`src/design/scfp_pkg.sv`:
```
// Package for the four-point sphere center core.
// Holds the coordinate and datapath widths and the beat types of both channels
// and of the front-to-back queue. No dependencies.
package scfp_pkg;

    localparam int COORD_BITS = 24;
    localparam int OUT_W      = 32;
    localparam int QB         = OUT_W + 1;

    localparam int A_W   = COORD_BITS + 2;
    localparam int SQ_W  = 2 * COORD_BITS;
    localparam int B_W   = 2 * COORD_BITS + 1;
    localparam int PP_W  = 2 * A_W;
    localparam int C_W   = PP_W + 1;
    localparam int LO_W  = (C_W + 1) / 2;
    localparam int XH_W  = B_W - LO_W;
    localparam int YH_W  = C_W - LO_W;
    localparam int HH_W  = XH_W + YH_W;
    localparam int HL_W  = XH_W + LO_W + 1;
    localparam int LH_W  = LO_W + 1 + YH_W;
    localparam int LL_W  = 2 * LO_W;
    localparam int PR_W  = B_W + C_W;
    localparam int N_W   = PR_W + 2;
    localparam int DIV_W = N_W + 1 + QB;

    localparam int BK_STAGES = 5 + QB;

    localparam int QDEPTH = 4;
    localparam int QPTR_W = $clog2(QDEPTH);
    localparam int QCNT_W = $clog2(QDEPTH + 1);

    typedef struct packed {
        logic signed [COORD_BITS-1:0] p1_x;
        logic signed [COORD_BITS-1:0] p1_y;
        logic signed [COORD_BITS-1:0] p1_z;
        logic signed [COORD_BITS-1:0] p2_x;
        logic signed [COORD_BITS-1:0] p2_y;
        logic signed [COORD_BITS-1:0] p2_z;
        logic signed [COORD_BITS-1:0] p3_x;
        logic signed [COORD_BITS-1:0] p3_y;
        logic signed [COORD_BITS-1:0] p3_z;
        logic signed [COORD_BITS-1:0] p4_x;
        logic signed [COORD_BITS-1:0] p4_y;
        logic signed [COORD_BITS-1:0] p4_z;
    } in_t;

    typedef struct packed {
        logic signed [OUT_W-1:0] center_x;
        logic signed [OUT_W-1:0] center_y;
        logic signed [OUT_W-1:0] center_z;
        logic                    singular;
    } out_t;

    typedef struct packed {
        logic [2:0][A_W-1:0]      acol;
        logic [2:0][B_W-1:0]      b;
        logic [2:0][2:0][C_W-1:0] cof;
    } mid_t;

endpackage

```
`src/design/scfp_queue.sv`:
```
// Short queue between the front and back parts of the sphere center core.
// Flip-flop storage of scfp_pkg::mid_t beats. Depends on scfp_pkg.
module scfp_queue (
    input  logic           aclk,
    input  logic           aresetn,
    input  logic           push,
    input  scfp_pkg::mid_t wdata,
    input  logic           pop,
    output scfp_pkg::mid_t rdata,
    output logic           full,
    output logic           empty
);

    scfp_pkg::mid_t                  mem_reg [scfp_pkg::QDEPTH];
    logic [scfp_pkg::QPTR_W-1:0]     wr_reg;
    logic [scfp_pkg::QPTR_W-1:0]     rd_reg;
    logic [scfp_pkg::QCNT_W-1:0]     cnt_reg;
    logic [scfp_pkg::QCNT_W-1:0]     cnt_next;

    assign full     = cnt_reg == scfp_pkg::QCNT_W'(scfp_pkg::QDEPTH);
    assign empty    = cnt_reg == '0;
    assign rdata    = mem_reg[rd_reg];
    assign cnt_next = cnt_reg + scfp_pkg::QCNT_W'(push) - scfp_pkg::QCNT_W'(pop);

    always_ff @(posedge aclk) begin
        if (!aresetn) begin
            wr_reg  <= '0;
            rd_reg  <= '0;
            cnt_reg <= '0;
        end else begin
            if (push) begin
                wr_reg <= wr_reg + 1'b1;
            end
            if (pop) begin
                rd_reg <= rd_reg + 1'b1;
            end
            cnt_reg <= cnt_next;
        end
    end

    always_ff @(posedge aclk) begin
        if (push) begin
            mem_reg[wr_reg] <= wdata;
        end
    end

endmodule

```
`config.mk`:
```
export PLATFORM = sky130hd
export DESIGN_NAME = scfp_queue
export DESIGN_NICKNAME = d
export VERILOG_FILES = /design/src/design/scfp_pkg.sv /design/src/design/scfp_queue.sv
export SDC_FILE = /design/constraint.sdc
export NUM_CORES = 2
export LEC_CHECK = 0
export ABC_AREA = 1
export BUFFER_PORTS_ARGS = -buffer_cell sky130_fd_sc_hd__buf_2
export CORE_AREA = 4 4 550 552
export DETAILED_ROUTE_END_ITERATION = 7
export DIE_AREA = 0 0 554 556
export SLEW_MARGIN = 25
export SYNTH_ARGS = -nofsm -noshare
export SYNTH_HDL_FRONTEND = slang
export SYNTH_SLANG_ARGS = --single-unit
```
`constraint.sdc`:
```
create_clock -name aclk -period 16.8 [get_ports aclk]
set_input_delay 0.84 -clock aclk [delete_from_list [all_inputs] [get_ports aclk]]
set_output_delay 0.84 -clock aclk [all_outputs]
set_load 0.02 [all_outputs]
```
* Yosys cells after proc, flatten, opt, wreduce, memory -nomap -nowiden
Memories as Yosys holds them, arrays and structs flattened. A register that Yosys moved wholly into a read port is not among the register bits.
Index checks and enable logic that the tools add are counted.
** Word-level totals
- Memories :: 1
- RAM bits :: 2808
- Output and inout port bits :: 704
- Word-level logic and storage cells :: 14
- Flip-flop bits (word level) :: 7
- Bits of input ports :: 706
** Memories
- mem_reg :: words 4, bits a word 702, rd ports 1, clocked after Yosys merged registers in 1, write ports 1, RTL line scfp_queue.sv:14 : scfp_pkg::mid_t mem_reg [scfp_pkg::QDEPTH];
** Cells by class
- Reductions and logical operators :: 1
- $add $sub $neg :: 4
- Equal/unequal tests :: 1
- Multiplexer cells :: 4
** Operator list (number)
- 2-bit by 1-bit adder with 2-bit output, second input constant :: 2
- 2-bit two-way mux :: 2
- 3-bit by 1-bit adder with 3-bit output :: 1
- 3-bit equality test, second input constant :: 1
- 3-bit zero test :: 1
- 3-bit by 1-bit subtractor with 3-bit output :: 1
- 1-bit two-way mux :: 2

* Depth between registers and ports, before layout
- Depth in word-level cells :: 3
- Depth in mapped cells :: 9
- Mapped depth without buffers :: 9

* Worst setup path before layout
Ideal clock, no wire load.
- Kind :: input to register
- Start :: input port push
- End :: memory mem_reg[2][0] (netlist name), enable pin
- Arrival :: 14291 ps
- Setup time :: 1045 ps
- Buffers on the path :: 0
- Stages :: 2
- Required time :: 15755 ps
- Setup slack :: 1464 ps
- Cell sequence :: nand2_1 > inv_1
** Between the ends
- Cells in the longest elaborated chain, start to end :: 2
** Ends and longest elaborated chain
- start, declared :: RTL line scfp_queue.sv:6 : input logic push,
- 1-bit two-way mux :: RTL line scfp_queue.sv:42 : if (push) begin
- 1-bit two-way mux (implied by the code) :: RTL line scfp_queue.sv:43 : mem_reg[wr_reg] <= wdata;
- end, declared :: RTL line scfp_queue.sv:14
No other way between the ends.

==> impl_metrics.yaml <==
cells_and_area:
  fin_cells: 13857
  largest_register_ffs: 2808
  nFillCells: 26661
  nets: 10287
  area_delta_synth_final_pct: 18.0
  drive_gt1_share_pct: 19.2
  fin_util_pct: 43.8
cts:
  clock-sinks: 2817
  cts_root_buf: "clkbuf_16"
  clockBufferDepth: 4
  clkSlewWorstSetupHoldPaths_ns: 0.06
  numCtsBuffers: 300
  h-tree-depth: 5
  clock_latency_ns: 0.87
  cts_tree: "built"
  post_cts_buffers: 0
  postCtsHoldBufs: 0
  ctsResizeCount: 0
place:
  place_inst: 13207
  placement.io_buffers: 1409
  pre_cts_slack_ns: 10.91
  dpl.hpwl_um: 208000
  gp_congestion: 0.834
route:
  drtAntennaViolNets: 0
  num_vias: 67864
  viasPerCell: 4.90
  dr.first_iter.drc_count: 6121
  avgRoutedWirePerCell_um: 22.0
  drt_pre_antenna_iters: 6
  post-route-drc-count: 0
  drt_wl_total_um: 305000
synth:
  syn_avg_cell_area_um2: 13.4
  ys_ff_latch: 2817
  synth_nets: 8959
  ys_seq_area_share_pct: 76.7
  yosysWarningCount: 0
  syn_area_um2: 110000
  synth.distinct_cells: 18
  synthCells: 8246
outcome:
  status: "finished clean"
sta:
  fin_crit_ns: 6.71
  fin_ws_ns: 10.09
  tns_ns: 0
  hold_ws_ns: 0.165
  worstMarginPinSlew_ns: 1.03
  hold_violations: 0
  skew_ns: 0.0614
  rsz0062_at_grt: "no"
  setup_viol: 0
  slew_headroom_pct: 31.5
  fin_crit_sh_pct: 39.9
  fmax_mhz: 149
  drv_slew: 0
pwr:
  powerDensity_nw_per_um2: 124
  switching_power_mw: 4.02
  pwr-share-clk_pct: 38.8
  p_int_mw: 12.0
  seq_power_share_pct: 50.5
  p_sw_share_pct: 25.0
  peakVddDrop_mv: 0.0951
  power_frac_comb_pct: 10.6
  leakagePower_nw: 49.6
worst_setup_path:
  cpMostUsedCell: "buf_4"
  cp.arrival_ns: 5.87
  required_ns: 15.96
  r2r_setup_slack_ns: 11.73
  path_class: "reg -> out"
  cpPeakStageDelay_ns: 0.91
  end_kind: "output port"
  cp-start-kind: "flip-flop"
  cp_slowest_cell: "buf_4"
  cp_max_fo: 224
  crit_path_cell_trace: "buf_12 -> buf_12 -> buf_4 -> buf_4 -> buf_4 -> a21oi_1 -> o21ai_0 -> nand2_1 -> buf_2"
run:
  drv_cap: 0
floorplan:
  die-area_um2: 308000
  rows: 200
  fp.dieH_um: 556
  core_area_um2: 297000
  die_w_um: 554
  ioPinCount: 1410
  start_util_pct: 37.1
grt:
  grt_use_total_pct: 19.0
  antenna_found_initial: 295
  grt_pass1_wl_um: 433000
  grt_pass1_vias: 62952
  grt_start_max_net_pins: 250
  grt_overflow_total: 0
min_path:
  worstHoldPathType: "in -> reg"
## kinds of logic after synthesis
group | after synthesis | share of synthesized area, %
buf+inv | 1888 | 7.22
flops | 2817 | 76.7
compound gates | 2116 | 11.2
simple gates | 1418 | 4.83
fa+ha+maj | 7 | 0.0863
## per-stage QoR
step	total power, mW	area, um^2
6_report	16.1	130000
5_1_grt	16.7	130000
3_5_place_dp	9.99	120000
3_3_place_gp	9.95	120000
2_1_floorplan	9.42	110000
4_1_cts	16.2	130000
## Yosys cell counts
cell type,instances,area [um^2]
a21oi_1,708,3540
buf_1,22,82.6
buf_2,285,1430
buf_4,48,360
buf_6,44,495
clkbuf_1,69,259
dfxtp_1,9,180
edfxtp_1,2808,84300
fa_1,1,20.0
ha_1,6,75.1
inv_1,1420,5330
nand2_1,1414,5310
nand3_1,1,5.00
nor2_1,2,7.51
nor3_1,1,5.00
o211ai_1,702,5270
o21ai_0,662,3310
o21ai_1,44,220
## power groups by stage
stage / Combinational (mW) / Sequential [mW] / Clock [mW]
after floorplan: 0.974 / 8.44 / 0
after detailed placement: 1.72 / 8.27 / 0
after CTS: 1.73 / 8.12 / 6.39
after global routing: 1.86 / 8.13 / 6.72
after global placement: 1.69 / 8.26 / 0
final: 1.71 / 8.11 / 6.24
## worst max-delay path: cells and delay by family (launching register included)
kind                   cells  cell delay, ns
AOI/OAI and AO/OA          2            0.28
buffers and inverters      6            3.50
DFF                        1            0.65
and+or+nand+nor            1            0.15
## cell type report
cell class | instances | area, um^2 | area share (%)
clock inverters | 162 | 1480 | 1.14
repair buffers | 1494 | 7920 | 6.09
clock buffers | 369 | 7810 | 6.00
multi-input cells | 3541 | 17800 | 13.7
diodes | 115 | 288 | 0.221
flip-flops and latches | 2817 | 84500 | 65.0
inverters | 1420 | 5360 | 4.12
well taps | 3939 | 4930 | 3.79
## layout by cell type (no fill, tap or decap), types with 4 or more instances in the layout
master     synthesis  routed
clkinv_8           0       4
dfxtp_1            9       7
clkinv_4           0       4
clkinv_1           0      81
inv_16             0       6
edfxtp_1        2808    2808
a21oi_1          708     708
clkbuf_16          0     301
buf_6             44       6
diode_2            0     115
nand2_1         1414    1414
clkbuf_1          69      66
clkinv_2           0      36
bufinv_16          0      15
buf_4             48      64
inv_1           1420    1416
inv_8              0       4
o211ai_1         702     702
inv_6              0       5
o21ai_0          662     662
buf_12             0      13
o21ai_1           44      44
ha_1               6       6
clkinv_16          0       9
buf_2            285    1409
## path summary, 6_finish.rpt
kind                     startpoint                   endpoint  cells past startpoint
min reg2reg  rd_reg[1]$_SDFFE_PN0P_                  flip-flop                      2
max reg2reg  wr_reg[0]$_SDFFE_PN0P_  mem_reg[0][537]$_DFFE_PP_                      8
min                       wdata[10]   mem_reg[3][10]$_DFFE_PP_                      1
max                       flip-flop                 rdata[519]                      9
## per-layer routing
| layer | vias to the layer above | routed length [um] | GRT usage (%) |
|---|---|---|---|
| met3 | 795 | 33800 | 7.82 |
| met2 | 2539 | 140000 | 30.1 |
| met1 | 32661 | 118000 | 23.3 |
| li1 | 31687 | - | - |
| met4 | 182 | 12000 | 6.66 |
| met5 | - | 1160 | 0 |
No activity file was read; power rests on OpenSTA's default activity.
